$ cat src/hw/rtl/sef_pkg.sv
// ----------------------------------------------------------------------------
// Sobel edge filter package
// Shared pixel types, configuration register codes, sizes and the per
// channel edge magnitude arithmetic used by the Sobel edge filter.
// ----------------------------------------------------------------------------
package sef_pkg;

    // Default largest row length held in the line stores.
    localparam int MAX_WIDTH_DEF = 256;
    // Rows per frame are clamped to this many.
    localparam int HEIGHT_LIMIT  = 256;
    // Width of the configuration registers and of the row counter.
    localparam int CFG_W         = 9;
    localparam int ROW_W         = 9;
    localparam logic [ROW_W-1:0] ROW_SAT   = '1;
    localparam logic [CFG_W-1:0] CFG_RESET = CFG_W'(256);
    // Result queue depth at the output.
    localparam int OUT_DEPTH     = 4;

    // Configuration register indexes.
    typedef enum logic [0:0] {
        CFG_IMAGE_WIDTH  = 1'b0,
        CFG_IMAGE_HEIGHT = 1'b1
    } t_cfg_reg;

    typedef struct packed {
        logic [7:0] red_in;
        logic [7:0] green_in;
        logic [7:0] blue_in;
        logic       fill;
    } t_pix_in;

    typedef struct packed {
        logic [7:0] red_edge;
        logic [7:0] green_edge;
        logic [7:0] blue_edge;
        logic       frame_end;
    } t_pix_out;

    typedef struct packed {
        logic [7:0] red;
        logic [7:0] green;
        logic [7:0] blue;
    } t_rgb;

    // One window column: top, middle and bottom pixel.
    typedef struct packed {
        t_rgb top;
        t_rgb mid;
        t_rgb bot;
    } t_col;

    // One line store entry: the row two above and the row one above.
    typedef struct packed {
        t_rgb upper;
        t_rgb lower;
    } t_ls_word;

    // Control carried from the accept stage to the line store stage.
    typedef struct packed {
        logic vld;
        logic up_en;
        logic lo_en;
        logic icz;
        logic emit;
        logic fend;
        t_rgb pix;
    } t_ctl_b;

    // Window columns carried to the arithmetic stage.
    typedef struct packed {
        logic vld;
        logic fend;
        t_col left;
        t_col right;
    } t_stage_c;

    // Horizontal Sobel response of one channel, magnitude clamped to 255.
    function automatic logic [7:0] chan_edge(
        input logic [7:0] lt, input logic [7:0] lm, input logic [7:0] lb,
        input logic [7:0] rt, input logic [7:0] rm, input logic [7:0] rb
    );
        logic signed [10:0] g;
        logic        [10:0] mag;
        g = $signed({3'b000, rt}) - $signed({3'b000, lt})
          + (($signed({3'b000, rm}) - $signed({3'b000, lm})) <<< 1)
          + $signed({3'b000, rb}) - $signed({3'b000, lb});
        mag = g[10] ? 11'(-g) : 11'(g);
        return (mag > 11'd255) ? 8'hFF : mag[7:0];
    endfunction

    function automatic t_rgb rgb_edge(input t_col l, input t_col r);
        t_rgb res;
        res.red   = chan_edge(l.top.red, l.mid.red, l.bot.red,
                              r.top.red, r.mid.red, r.bot.red);
        res.green = chan_edge(l.top.green, l.mid.green, l.bot.green,
                              r.top.green, r.mid.green, r.bot.green);
        res.blue  = chan_edge(l.top.blue, l.mid.blue, l.bot.blue,
                              r.top.blue, r.mid.blue, r.bot.blue);
        return res;
    endfunction

endpackage

$ cat src/hw/rtl/sef_col_cell.sv
// ----------------------------------------------------------------------------
// Sobel edge filter window cell
// Holds one three-pixel column of the window and takes its neighbor's
// column on every beat; it can load zeros at a row start or clear at frame end.
// ----------------------------------------------------------------------------
module sef_col_cell
    import sef_pkg::*;
(
    input  logic i_clk,
    input  logic i_rst_n,
    input  logic i_en,
    input  logic i_zero,
    input  logic i_clr,
    input  t_col i_col,
    output t_col o_col
);

    t_col r_col;

    always_ff @(posedge i_clk) begin
        if (!i_rst_n) begin
            r_col <= '0;
        end else if (i_clr) begin
            r_col <= '0;
        end else if (i_en) begin
            r_col <= i_zero ? t_col'('0) : i_col;
        end
    end

    assign o_col = r_col;

endmodule

$ cat config.mk
export PLATFORM = sky130hd
export DESIGN_NAME = sef_col_cell
export DESIGN_NICKNAME = d
export VERILOG_FILES = /design/src/hw/rtl/sef_pkg.sv /design/src/hw/rtl/sef_col_cell.sv
export SDC_FILE = /design/constraint.sdc
export NUM_CORES = 1
export LEC_CHECK = 0
export ABC_CLOCK_PERIOD_IN_PS = 1200
export BUFFER_PORTS_ARGS = -buffer_cell sky130_fd_sc_hd__buf_2
export CAP_MARGIN = 20
export CORE_ASPECT_RATIO = 1.4
export CORE_MARGIN = 3
export CORE_UTILIZATION = 45
export DETAILED_ROUTE_END_ITERATION = 7
export HOLD_SLACK_MARGIN = 0.15
export PLACE_DENSITY = 0.79
export SETUP_SLACK_MARGIN = 0.3
export SYNTH_ARGS = -nofsm -noshare
export SYNTH_HDL_FRONTEND = slang
export SYNTH_SLANG_ARGS = --single-unit
$ cat constraint.sdc
create_clock -name i_clk -period 1.2 [get_ports i_clk]
set_input_delay 0.24 -clock i_clk [delete_from_list [all_inputs] [get_ports i_clk]]
set_output_delay 0.24 -clock i_clk [all_outputs]
set_load 0.02 [all_outputs]
# Word level (Yosys, flattened, before mapping)
# Index checks and enable logic that the tools add are counted.
word_totals:
  ff_bits: 72
  out_inout_bits: 72
  n_memories: 0
  ramBits: 0
  input_bits: 77
  rom_bits: 0
  latchBits: 0
op_classes:
  n_addsub: 0
  reduce_logical: 1
  n_div: 0
  order_cmp: 0
  n_eq_ne: 0
  mux: 1
  shifts: 0
  n_bitwise: 1
  n_mul: 0
op_table:
  columns: ["op", "count"]
  rows:
  - ["$mux W72", 1]
  - ["$reduce_or A2 Y1", 1]
  - ["$not A1 Y1", 1]

# Longest topological paths before layout
logic_depth:
  word_depth: 2
  mapped_depth: 5
  ltp_nobuf: 2

# Least setup slack after synthesis
# Ideal clock, no wire load.
synth_timing:
  path_kind: "input port to flip-flop"
  startpoint: "input port i_clr"
  endpoint: "register r_col (netlist bit o_col[0])"
  required_time_ns: 1.068
  stages: 4
  slack_ns: 0.279
  t_arrival_ns: 0.789
  cell_sequence: "nand2b_1 > buf_2 > clkbuf_1 > a21oi_1"
synth_between:
  elab_chain_len: 1
synth_lines:
  columns: ["item", "line", "source"]
  rows:
  - ["start, declared", "sef_col_cell.sv:13", "input logic i_clr,"]
  - ["$reduce_or A2 Y1 (no line)", null, null]
  - ["end signal, assigned", "sef_col_cell.sv:26", "r_col <= i_zero ? t_col'('0) : i_col;"]
  - ["end, declared", "sef_col_cell.sv:18", "t_col r_col;"]
# No other way between the ends.
# A chain may end at the register's enable or synchronous reset.

# Final worst setup path
layout_timing:
  startpoint: "register r_col (netlist bit o_col[16])"
  endpoint: "output port o_col[16] (netlist bit)"
layout_rtl:
  columns: ["item", "line", "source"]
  rows:
  - ["end, declared", "sef_col_cell.sv:15", "output t_col o_col"]
# No word-level cell between the ends.

==> run_results.csv <==
group,metric,value,unit
outcome,outcome,"completed",
setup_path,startpoint_type,"flip-flop",
setup_path,cp.required,0.96,ns
clocking,cts_tree,"built",
setup_path,r2r_slack,0.36,ns
clocking,clock_path_buffers,2,
detailed_routing,wl,8.85,mm
power,power.leakage,2.02,nW
detailed_routing,vias_per_cell,5.19,
global_routing,grt_pass1_wl,13.4,mm
logic_synthesis,netlist_instances,320,
detailed_routing,wl_met2,4.67,mm
logic_synthesis,synth_top_area_share,48.4,%
clocking,clkTransAtPathRegs,0.08,ns
finish,area_delta_synth_final,66.1,%
logic_synthesis,yosys.area.top_type,"dfxtp_1",
detailed_routing,drc,0,
setup_path,reg2reg_depth,4,
setup_path,cpPeakStageDelay,0.37,ns
placed_design,io_buffers,148,
min_path,min_to,"o_col[19]$_SDFFE_PP0P_",
setup_path,slowest_stage,"dfxtp_2",
setup_path,crit_fanout,2,
sta,skew,0,ns
logic_synthesis,syn_avg_cell_area,9.30,um2
setup_path,end_kind,"output pin",
finish,diodes,0,
setup_path,path_buf_inv,1,
setup_path,cp_cell_sequence,"buf_6",
sta,tns,0,ns
clocking,clock_latency,0.33,ns
die,dieArea,7640,um2
job,drv_cap,0,
detailed_routing,routedWlPerCell,15.3,um
logic_synthesis,syn_area,2980,um2
setup_path,worstPathArrival,0.83,ns
logic_synthesis,synth_nets,397,
setup_path,critical_path.top_delay_family,"flip-flops",
sta,rsz0062_at_grt,"true",
sta,relSlewSlack,82.0,%
sta,fmax,0.938,GHz
die,io_pins,149,
global_routing,antenna_found_initial,0,
die,core,6300,um2
setup_path,crit_cells,1,
min_path,worstHoldStart,"i_col[19]",
power,ir_worst_vdd,750,uV
power,powerDensity,1120,nW/um2
sta,finalHoldViolations,0,
detailed_routing,wl_met1,3.43,mm
detailed_routing,dr.pass1.iters,5,
die,start_util,47.3,%
detailed_routing,topRoutingLayerUsed,"met4",
clocking,clock_sinks,72,
detailed_routing,ant_nets,0,
sta,min_period_over_period,88.8,%
global_routing,grt_pass1_vias,2859,
global_routing,grt_use_total,22.6,%
die,rows,34,
detailed_routing,drtIter0Drc,168,
die,dieHeight,102,um
clocking,cts_buffers,9,
finish,nNetsFinal,579,
sta,worst_pin_slew,0.270,ns
logic_synthesis,yosys_warnings,0,
global_routing,grt_max_degree,84,
power,finalPower,5.56,mW
logic_synthesis,yosys-top-cells-area,"dfxtp_1 (48%), nand3b_1 (18%), nand2b_1 (15%), a21oi_1 (12%), buf_6 (2.6%)",
logic_synthesis,ys_ff_latch,72,
setup_path,r2r_end,"o_col[65]$_SDFFE_PP0P_",
finish,drive_gt1_share,54.2,%
min_path,hp-class,"in -> reg",
setup_path,worstReg2RegStart,"o_col[65]$_SDFFE_PP0P_",
setup_path,critPathKind,"reg -> out",
min_path,holdPathStages,3,
global_routing,grt_remaining_overflow,0,
sta,finalSetupViolCount,0,
logic_synthesis,netlist-cell-type-count,8,
sta,min_period,1.07,ns
clocking,h-tree-depth,3,
sta,drv_slew,0,
detailed_routing,num_vias,3003,
logic_synthesis,seq_area_frac_synth,48.4,%
placed_design,gp_congestion,0.733,
finish,largest_reg_flops,72,
die,die_x,74.7,um
clocking,cts-root-buf,"clkbuf_8",
placed_design,dp.final_hpwl,4.75,mm
detailed_routing,wl_met3,559,um
## what timing repair did
| action | 4_1_cts | 5_1_grt |
|---|---|---|
| setup endpoints to repair | 72 | 74 |
| buffers inserted | 11 | 21 |
| pin swaps | 0 | 1 |
| hold buffers | 17 | 0 |
| resized for setup | 216 | 1 |
| endpoints found under the hold margin | 17 | 0 |
## synth_stat cells
| master | instances |
|---|---|
| buf_4 | 1 |
| buf_2 | 3 |
| dfxtp_1 | 72 |
| a21oi_1 | 72 |
| buf_6 | 7 |
| clkbuf_1 | 20 |
| nand3b_1 | 72 |
| nand2b_1 | 73 |
## cell families (layout without fill, tap and decap cells)
logic type,Yosys count,in the layout,synth area share (%)
AO/OA/AOI/OAI,72,72,12.1
buffers and inverters,31,218,5.93
flip-flops,72,72,48.4
AND/OR/NAND/NOR,145,145,33.5
## worst max path at each step
stage,startpoint,end
after floorplan,i_clr,o_col[0]$_SDFFE_PP0P_
after global placement,i_en,o_col[3]$_SDFFE_PP0P_
after detailed placement,i_zero,o_col[2]$_SDFFE_PP0P_
after CTS,o_col[66]$_SDFFE_PP0P_,o_col[66]
after global routing,o_col[16]$_SDFFE_PP0P_,o_col[16]
final,o_col[16]$_SDFFE_PP0P_,o_col[16]
## metal layers
layer / vias up / track usage [%]
li1: 1445 / -
met2: 126 / 39.7
met5: - / 0
met4: 0 / 10.0
met1: 1411 / 25.8
met3: 21 / 5.02
## power by group
| group | internal, mW | switching [mW] | total [mW] |
|---|---|---|---|
| sequential | 2.44 | 0.0361 | 2.48 |
| combinational | 0.384 | 0.309 | 0.693 |
| clock | 1.49 | 0.895 | 2.39 |
| total | 4.32 | 1.24 | 5.56 |
## through the flow
step / utilization, % / std cells / hold slack (ns) / setup WS (ns) / cell area, um2
floorplan: - / 320 / 0.404 / 0.279 / 2980
global placement: 59.3 / 514 / 0.450 / 0.241 / 3730
detailed placement: 59.3 / 514 / 0.456 / 0.217 / 3730
CTS: 76.0 / 558 / 0.150 / 0.136 / 4780
global route: 78.5 / 579 / 0.155 / 0.111 / 4940
finish: 78.5 / 579 / 0.157 / 0.134 / 4940
## placed cells by master, fill, tap and decap left out
| cell type | Yosys | final |
|---|---|---|
| buf_2 | 3 | 75 |
| nand2b_1 | 73 | 72 |
| nand3b_1 | 72 | 72 |
| dfxtp_2 | 0 | 72 |
| buf_6 | 7 | 72 |
| a21oi_1 | 72 | 71 |
| buf_4 | 1 | 33 |
| dlygate4sd3_1 | 0 | 17 |
| clkbuf_8 | 0 | 11 |
| buf_12 | 0 | 5 |
| bufinv_16 | 0 | 3 |
| nand2b_2 | 0 | 1 |
| a21oi_2 | 0 | 1 |
| clkinv_2 | 0 | 1 |
| clkinvlp_4 | 0 | 1 |
## area by class of cell
class / count / area (um2)
fill: 373 / 1350
sequential: 72 / 1530
tap: 72 / 90.1
clock inverter: 5 / 103
timing repair buffer: 202 / 1700
multi-input combinational: 217 / 1360
clock buffer: 11 / 151
No activity file was read; power rests on OpenSTA's default activity.
