$ cat src/hw/rtl/sef_pkg.sv
// ----------------------------------------------------------------------------
// Sobel edge filter package
// Shared pixel types, configuration register codes, sizes and the per
// channel edge magnitude arithmetic used by the Sobel edge filter.
// ----------------------------------------------------------------------------
package sef_pkg;

    // Default largest row length held in the line stores.
    localparam int MAX_WIDTH_DEF = 256;
    // Rows per frame are clamped to this many.
    localparam int HEIGHT_LIMIT  = 256;
    // Width of the configuration registers and of the row counter.
    localparam int CFG_W         = 9;
    localparam int ROW_W         = 9;
    localparam logic [ROW_W-1:0] ROW_SAT   = '1;
    localparam logic [CFG_W-1:0] CFG_RESET = CFG_W'(256);
    // Result queue depth at the output.
    localparam int OUT_DEPTH     = 4;

    // Configuration register indexes.
    typedef enum logic [0:0] {
        CFG_IMAGE_WIDTH  = 1'b0,
        CFG_IMAGE_HEIGHT = 1'b1
    } t_cfg_reg;

    typedef struct packed {
        logic [7:0] red_in;
        logic [7:0] green_in;
        logic [7:0] blue_in;
        logic       fill;
    } t_pix_in;

    typedef struct packed {
        logic [7:0] red_edge;
        logic [7:0] green_edge;
        logic [7:0] blue_edge;
        logic       frame_end;
    } t_pix_out;

    typedef struct packed {
        logic [7:0] red;
        logic [7:0] green;
        logic [7:0] blue;
    } t_rgb;

    // One window column: top, middle and bottom pixel.
    typedef struct packed {
        t_rgb top;
        t_rgb mid;
        t_rgb bot;
    } t_col;

    // One line store entry: the row two above and the row one above.
    typedef struct packed {
        t_rgb upper;
        t_rgb lower;
    } t_ls_word;

    // Control carried from the accept stage to the line store stage.
    typedef struct packed {
        logic vld;
        logic up_en;
        logic lo_en;
        logic icz;
        logic emit;
        logic fend;
        t_rgb pix;
    } t_ctl_b;

    // Window columns carried to the arithmetic stage.
    typedef struct packed {
        logic vld;
        logic fend;
        t_col left;
        t_col right;
    } t_stage_c;

    // Horizontal Sobel response of one channel, magnitude clamped to 255.
    function automatic logic [7:0] chan_edge(
        input logic [7:0] lt, input logic [7:0] lm, input logic [7:0] lb,
        input logic [7:0] rt, input logic [7:0] rm, input logic [7:0] rb
    );
        logic signed [10:0] g;
        logic        [10:0] mag;
        g = $signed({3'b000, rt}) - $signed({3'b000, lt})
          + (($signed({3'b000, rm}) - $signed({3'b000, lm})) <<< 1)
          + $signed({3'b000, rb}) - $signed({3'b000, lb});
        mag = g[10] ? 11'(-g) : 11'(g);
        return (mag > 11'd255) ? 8'hFF : mag[7:0];
    endfunction

    function automatic t_rgb rgb_edge(input t_col l, input t_col r);
        t_rgb res;
        res.red   = chan_edge(l.top.red, l.mid.red, l.bot.red,
                              r.top.red, r.mid.red, r.bot.red);
        res.green = chan_edge(l.top.green, l.mid.green, l.bot.green,
                              r.top.green, r.mid.green, r.bot.green);
        res.blue  = chan_edge(l.top.blue, l.mid.blue, l.bot.blue,
                              r.top.blue, r.mid.blue, r.bot.blue);
        return res;
    endfunction

endpackage

$ cat src/hw/rtl/sef_out_fifo.sv
// ----------------------------------------------------------------------------
// Sobel edge filter result queue
// Small queue between the arithmetic stage and the output channel, so the
// pipeline keeps moving while a result beat waits to be taken.
// ----------------------------------------------------------------------------
module sef_out_fifo
    import sef_pkg::*;
#(
    parameter int DEPTH = OUT_DEPTH
) (
    input  logic                       i_clk,
    input  logic                       i_rst_n,
    input  logic                       i_push,
    input  t_pix_out                   i_data,
    output logic                       o_valid,
    input  logic                       i_ready,
    output t_pix_out                   o_data,
    output logic [$clog2(DEPTH+1)-1:0] o_count
);

    localparam int PW = $clog2(DEPTH);
    localparam int CW = $clog2(DEPTH+1);

    t_pix_out        r_buf [DEPTH];
    logic [PW-1:0]   r_wr_ptr;
    logic [PW-1:0]   r_rd_ptr;
    logic [CW-1:0]   r_count;
    logic            pop;

    assign pop     = o_valid && i_ready;
    assign o_valid = (r_count != '0);
    assign o_data  = r_buf[r_rd_ptr];
    assign o_count = r_count;

    // Storage.
    always_ff @(posedge i_clk) begin
        if (i_push) begin
            r_buf[r_wr_ptr] <= i_data;
        end
    end

    // Pointers and fill level.
    always_ff @(posedge i_clk) begin
        if (!i_rst_n) begin
            r_wr_ptr <= '0;
            r_rd_ptr <= '0;
            r_count  <= '0;
        end else begin
            if (i_push) begin
                r_wr_ptr <= (r_wr_ptr == PW'(DEPTH-1)) ? '0 : r_wr_ptr + 1'b1;
            end
            if (pop) begin
                r_rd_ptr <= (r_rd_ptr == PW'(DEPTH-1)) ? '0 : r_rd_ptr + 1'b1;
            end
            r_count <= r_count + CW'(i_push) - CW'(pop);
        end
    end

endmodule

$ cat config.mk
export PLATFORM = sky130hd
export DESIGN_NAME = sef_out_fifo
export DESIGN_NICKNAME = d
export VERILOG_FILES = /design/src/hw/rtl/sef_pkg.sv /design/src/hw/rtl/sef_out_fifo.sv
export SDC_FILE = /design/constraint.sdc
export NUM_CORES = 1
export LEC_CHECK = 0
export ABC_CLOCK_PERIOD_IN_PS = 4100
export BUFFER_PORTS_ARGS = -buffer_cell sky130_fd_sc_hd__buf_4
export CAP_MARGIN = 20
export CORE_ASPECT_RATIO = 1.4
export CORE_MARGIN = 8
export CORE_UTILIZATION = 55
export CTS_BUF_LIST = sky130_fd_sc_hd__clkbuf_2 sky130_fd_sc_hd__clkbuf_4 sky130_fd_sc_hd__clkbuf_8
export DETAILED_ROUTE_END_ITERATION = 8
export GPL_TIMING_DRIVEN = 0
export PLACE_DENSITY = 0.78
export REMOVE_ABC_BUFFERS = 1
export SLEW_MARGIN = 0
export SYNTH_ARGS = -nofsm -noshare
export SYNTH_HDL_FRONTEND = slang
export SYNTH_SLANG_ARGS = --single-unit
export TNS_END_PERCENT = 10
$ cat constraint.sdc
create_clock -name i_clk -period 4.1 [get_ports i_clk]
set_input_delay 0.615 -clock i_clk [delete_from_list [all_inputs] [get_ports i_clk]]
set_output_delay 0.615 -clock i_clk [all_outputs]
set_load 0.05 [all_outputs]
* Word level (Yosys, flattened, before mapping)
Memory sizes are Yosys's and may differ from the RTL's. A register that Yosys moved wholly into a read port is not among the register bits.
Cells that the tools add are included.
** Storage, ports and cells
- Input port bits :: 29
- Memories :: 1
- Register bits :: 7
- Memory bits (writable) :: 100
** Memory list
- r_buf :: words 4, bits a word 25, read ports 1, clocked after Yosys merged registers in 1, write ports 1, line sef_out_fifo.sv:24 : t_pix_out r_buf [DEPTH];
** Cells by class
- Equal/unequal tests :: 2
- Reduce and logical (&&, ||, !) cells :: 2
- Add/sub/neg operators :: 4
- Mux-type cells :: 6
** Operators by type and width (number)
- $mux W2 :: 4
- $add A2 B1 Y2 const B :: 2
- $eq A2 B2 Y1 const B :: 2
- $add A3 B1 Y3 :: 1
- $reduce_bool A3 Y1 :: 1
- $sub A3 B1 Y3 :: 1
- $mux W1 :: 2
- $logic_and A1 B1 Y1 :: 1

* Logic depth before layout (Yosys ltp)
- Depth in word-level cells :: 4
- Gate-level depth with buffers :: 8
- Mapped depth without buffers :: 8

* Worst setup path before layout
Ideal clock, no wire load.
- Kind :: register to register
- Start :: register r_count[1] (netlist: o_count[1])
- End :: register r_count[2] (netlist: o_count[2])
- Period minus slack after synthesis :: 2.135 ns
- Cell stages (with the launch flop) :: 9
- Arrival time :: 2.021 ns
- Setup slack :: 1.965 ns
- Data required time :: 3.986 ns
- Setup time :: 0.114 ns
- Path buffers :: 0
- Cell sequence :: dfxtp_1 > o31a_1 > ha_1 > inv_1 > ha_1 > inv_1 > fa_1 > xnor3_1 > nor2_1
** Between the ends
- Cells in the longest elaborated chain, start to end :: 3
- Elaborated cells between the ends (all ways) :: 4
** Ends and longest elaborated chain
- from (decl) :: line sef_out_fifo.sv:27 : logic [CW-1:0] r_count;
- from (signal assigned) :: line sef_out_fifo.sv:55 : r_count <= r_count + CW'(i_push) - CW'(pop);
- parallel branches: the longest is 2 deep, another holds $add A3 B1 Y3
- $sub A3 B1 Y3 * :: line sef_out_fifo.sv:55
Mark *: on every way between the ends.
A chain may end at the register's enable or synchronous reset.

==> flow_summary.toml <==
[sta]
final-max-slew-violation-count = 0
max_freq_mhz = 362
timing_hold_violations_final = 0
timing.final.crit_period_ps = 2760
fin_crit_sh_pct = 67.3
finalHoldWorstSlack_ps = 451
setup_total_negative_slack_ps = 0
clock_skew_ps = 10.7
relSlewSlack_pct = 42.1
worst_pin_slew_ps = 868
timing.final.setup_violations = 0
rsz0062_at_grt = "false"

[global_route]
via_count_of_the_first_global_routing_pass = 2028
use_met3_pct = 3.47
grt_usage_pct = 13.4
grt_use_met1_pct = 15.6
antenna_violations_before_repair = 0
top_usage_layer = "met2"
gr-usage-met2_pct = 23.3
grt_max_degree = 26
grt_pass1_wl_mm = 10.5
grt_remaining_overflow = 0

[clock_tree]
cts_tree = "yes"
tritoncts_num_sinks = 109
clock_path_buffers = 2
cts-buffers-inserted = 9
post_cts_clock_slew_at_the_launch_and_capture_registers_of_the_worst_setup_and_hold_paths_ps = 100
postCtsSetupBuffers = 0
post_cts_resized = 0
cts_hold_buf = 0
clock_latency_ps = 350
cts_root_buffer = "sky130_fd_sc_hd__clkbuf_8"
cts.htree.levels = 3

[die]
die-area_um2 = 10500
floorplan.die.height_um = 118
core_area_um2 = 7310
standard_cell_rows = 37
initial_core_util_pct = 56.2
top_level_ports = 58
floorplan.die.width_um = 89.1

[final_layout]
utilization_pct = 67.9
postLayoutCellArea_um2 = 4970
n_antenna_cell = 0
area_overhead_of_the_layout_relative_to_synthesis_pct = 20.8
final_net_count = 279
drive_gt1_share_pct = 40.9
layout.filler_cells = 478

[yosys]
postSynthCellCount = 175
synth_top_flop_cell = "sky130_fd_sc_hd__edfxtp_1"
synth_seq_area_share_pct = 77.4
synthDominantAreaCellType = "sky130_fd_sc_hd__edfxtp_1"
dominant_cell_by_count_in_the_synthesized_netlist = "sky130_fd_sc_hd__edfxtp_1"
post_synth.cell_area_avg_um2 = 23.5
ys_seq_elements = 109
synth_area_leaders = "sky130_fd_sc_hd__edfxtp_1 73%, sky130_fd_sc_hd__mux4_2 11%, sky130_fd_sc_hd__dfxtp_1 4.4%"
synth_cell_types = 21
netlist_top_cells_count = "100 x sky130_fd_sc_hd__edfxtp_1, 20 x sky130_fd_sc_hd__mux4_2, 9 x sky130_fd_sc_hd__dfxtp_1, 7 x sky130_fd_sc_hd__ha_1, 6 x sky130_fd_sc_hd__inv_1"
ys.warnings.count = 0
postSynth.asyncResetShare_pct = 0
synth_edf_count = 100
synthesis.area_um2 = 4110
synth_largest_type_area_fraction_pct = 73.0

[route]
avgViaCountPerCell = 5.23
routed_wirelength_mm = 6.66
routed_wire_length_per_instance_um = 19.3
starting_drc_count_in_detailed_routing = 137
route.detailed.drc = 0
drt-pass1-iter-count = 4
num_vias = 1799
drtAntennaViolNets = 0

[place]
gp_congestion = 0.647
hpwlAfterDp_mm = 4.48
placement.cell_area_um2 = 4720
portBuffers = 57

[worst_setup_path]
worstPathRequired_ps = 3480
crit_path_max_fanout = 25
worstSetupStartpointType = "register"
last_element_of_the_critical_path = "o_data[19]"
chain_of_cells_forming_the_critical_path = "mux4_1 -> buf_4"
worstReg2RegEnd = "o_count[2]$_SDFF_PN0_"
endpoint_kind = "output port"
timing.reg2reg.worst_path_depth = 8
crit_path_top_delay_cell = "sky130_fd_sc_hd__dfxtp_2"
worst_r2r_startpoint = "o_count[1]$_SDFF_PN0_"
worstPathArrival_ps = 2140
crit_path_max_incr_delay_ps = 900
worstSetupPathType = "reg -> out"
ff2ff_setup_slack_ps = 2160

[run_status]
outcome = "complete, no violations"

[power]
irDropWorstVdd_v = 0.000592
pwr_density_nw_per_um2 = 598
power.leakage_nw = 1.74

[flow_run]
drv_cap = 0

[worst_hold_path]
holdPathStages = 1
holdCritPathClass = "in -> reg"
==> registers in the layout (all words and copies together) (netlist names), named ones only <==
name      cells
o_count       3
r_buf       100
r_rd_ptr      2
r_wr_ptr      2
==> metal layers <==
layer	up-vias	part of all wire [%]	wire, um
met3	4	4.6	305
li1	847	-	-
met1	913	40	2660
met4	0	0.62	41
met5	-	0	0
met2	35	55	3640
==> layout make-up <==
| class | count | area (um2) | area share [%] |
|---|---|---|---|
| clock buffer | 9 | 124 | 2.49 |
| clock inverter | 7 | 121 | 2.44 |
| inverter | 6 | 22.5 | 0.454 |
| multi-input combinational | 54 | 840 | 16.9 |
| sequential | 109 | 3180 | 64.1 |
| tap | 97 | 121 | 2.44 |
| timing repair buffer | 62 | 553 | 11.1 |
==> metrics by stage <==
stage	total power, mW	worst slack, ps	std cells
4_1_cts	3.00	1250	344
3_5_place_dp	2.25	1660	328
5_1_grt	3.08	1190	344
6_report	2.97	1340	344
3_3_place_gp	2.23	1040	323
2_1_floorplan	1.98	1420	169
==> worst max-delay path: cells and delay by family (launching register included) <==
kind / cells / cell delay (ps)
mux: 1 / 670
flops: 1 / 900
buf+inv: 1 / 210
==> layout by cell type (no fill, tap or decap) <==
cell / instances
sky130_fd_sc_hd__clkbuf_8: 9
sky130_fd_sc_hd__or3b_2: 2
sky130_fd_sc_hd__clkinv_4: 1
sky130_fd_sc_hd__mux4_1: 5
sky130_fd_sc_hd__inv_6: 2
sky130_fd_sc_hd__or3_1: 1
sky130_fd_sc_hd__mux4_2: 20
sky130_fd_sc_hd__buf_4: 57
sky130_fd_sc_hd__dfxtp_2: 1
sky130_fd_sc_hd__bufinv_16: 3
sky130_fd_sc_hd__mux2i_1: 3
sky130_fd_sc_hd__nand2_1: 3
sky130_fd_sc_hd__fa_1: 1
sky130_fd_sc_hd__buf_8: 1
sky130_fd_sc_hd__o31a_1: 1
sky130_fd_sc_hd__nand2b_1: 1
sky130_fd_sc_hd__edfxtp_1: 100
sky130_fd_sc_hd__clkinv_2: 1
sky130_fd_sc_hd__a21oi_1: 1
sky130_fd_sc_hd__dfxtp_1: 8
sky130_fd_sc_hd__xnor3_1: 1
sky130_fd_sc_hd__ha_1: 7
sky130_fd_sc_hd__inv_1: 6
sky130_fd_sc_hd__and2_1: 5
sky130_fd_sc_hd__nor2_1: 3
sky130_fd_sc_hd__buf_16: 4
==> where the power goes <==
part,total (mW),internal (mW),switching (mW),leakage (nW)
registers,1.36,1.28,0.0845,0.993
logic,0.851,0.342,0.508,0.627
clock network,0.754,0.410,0.344,0.124
==> worst min path at each step <==
stage	startpoint	endpoint	slack (ps)
after floorplan	r_rd_ptr[1]$_SDFFE_PN0N_	register	460
after global placement	r_rd_ptr[0]$_SDFFE_PN0N_	r_rd_ptr[0]$_SDFFE_PN0N_	480
after detailed placement	r_rd_ptr[0]$_SDFFE_PN0N_	register	490
after CTS	i_data[12]	r_buf[3][12]$_DFFE_PP_	440
after global routing	i_data[12]	r_buf[0][12]$_DFFE_PP_	430
final	i_data[12]	r_buf[3][12]$_DFFE_PP_	450
==> logic make-up (layout without fill, tap and decap cells) <==
| logic type | after synthesis | count (layout) | synth area share, % |
|---|---|---|---|
| fa+ha+maj | 8 | 8 | 2.62 |
| xor+xnor | 1 | 1 | 0.548 |
| compound gates | 2 | 2 | 0.335 |
| flops | 109 | 109 | 77.4 |
| mux | 28 | 28 | 14.9 |
| buf+inv | 12 | 84 | 2.16 |
| simple gates | 15 | 15 | 2.04 |
(Power assumes the default switching activity.)
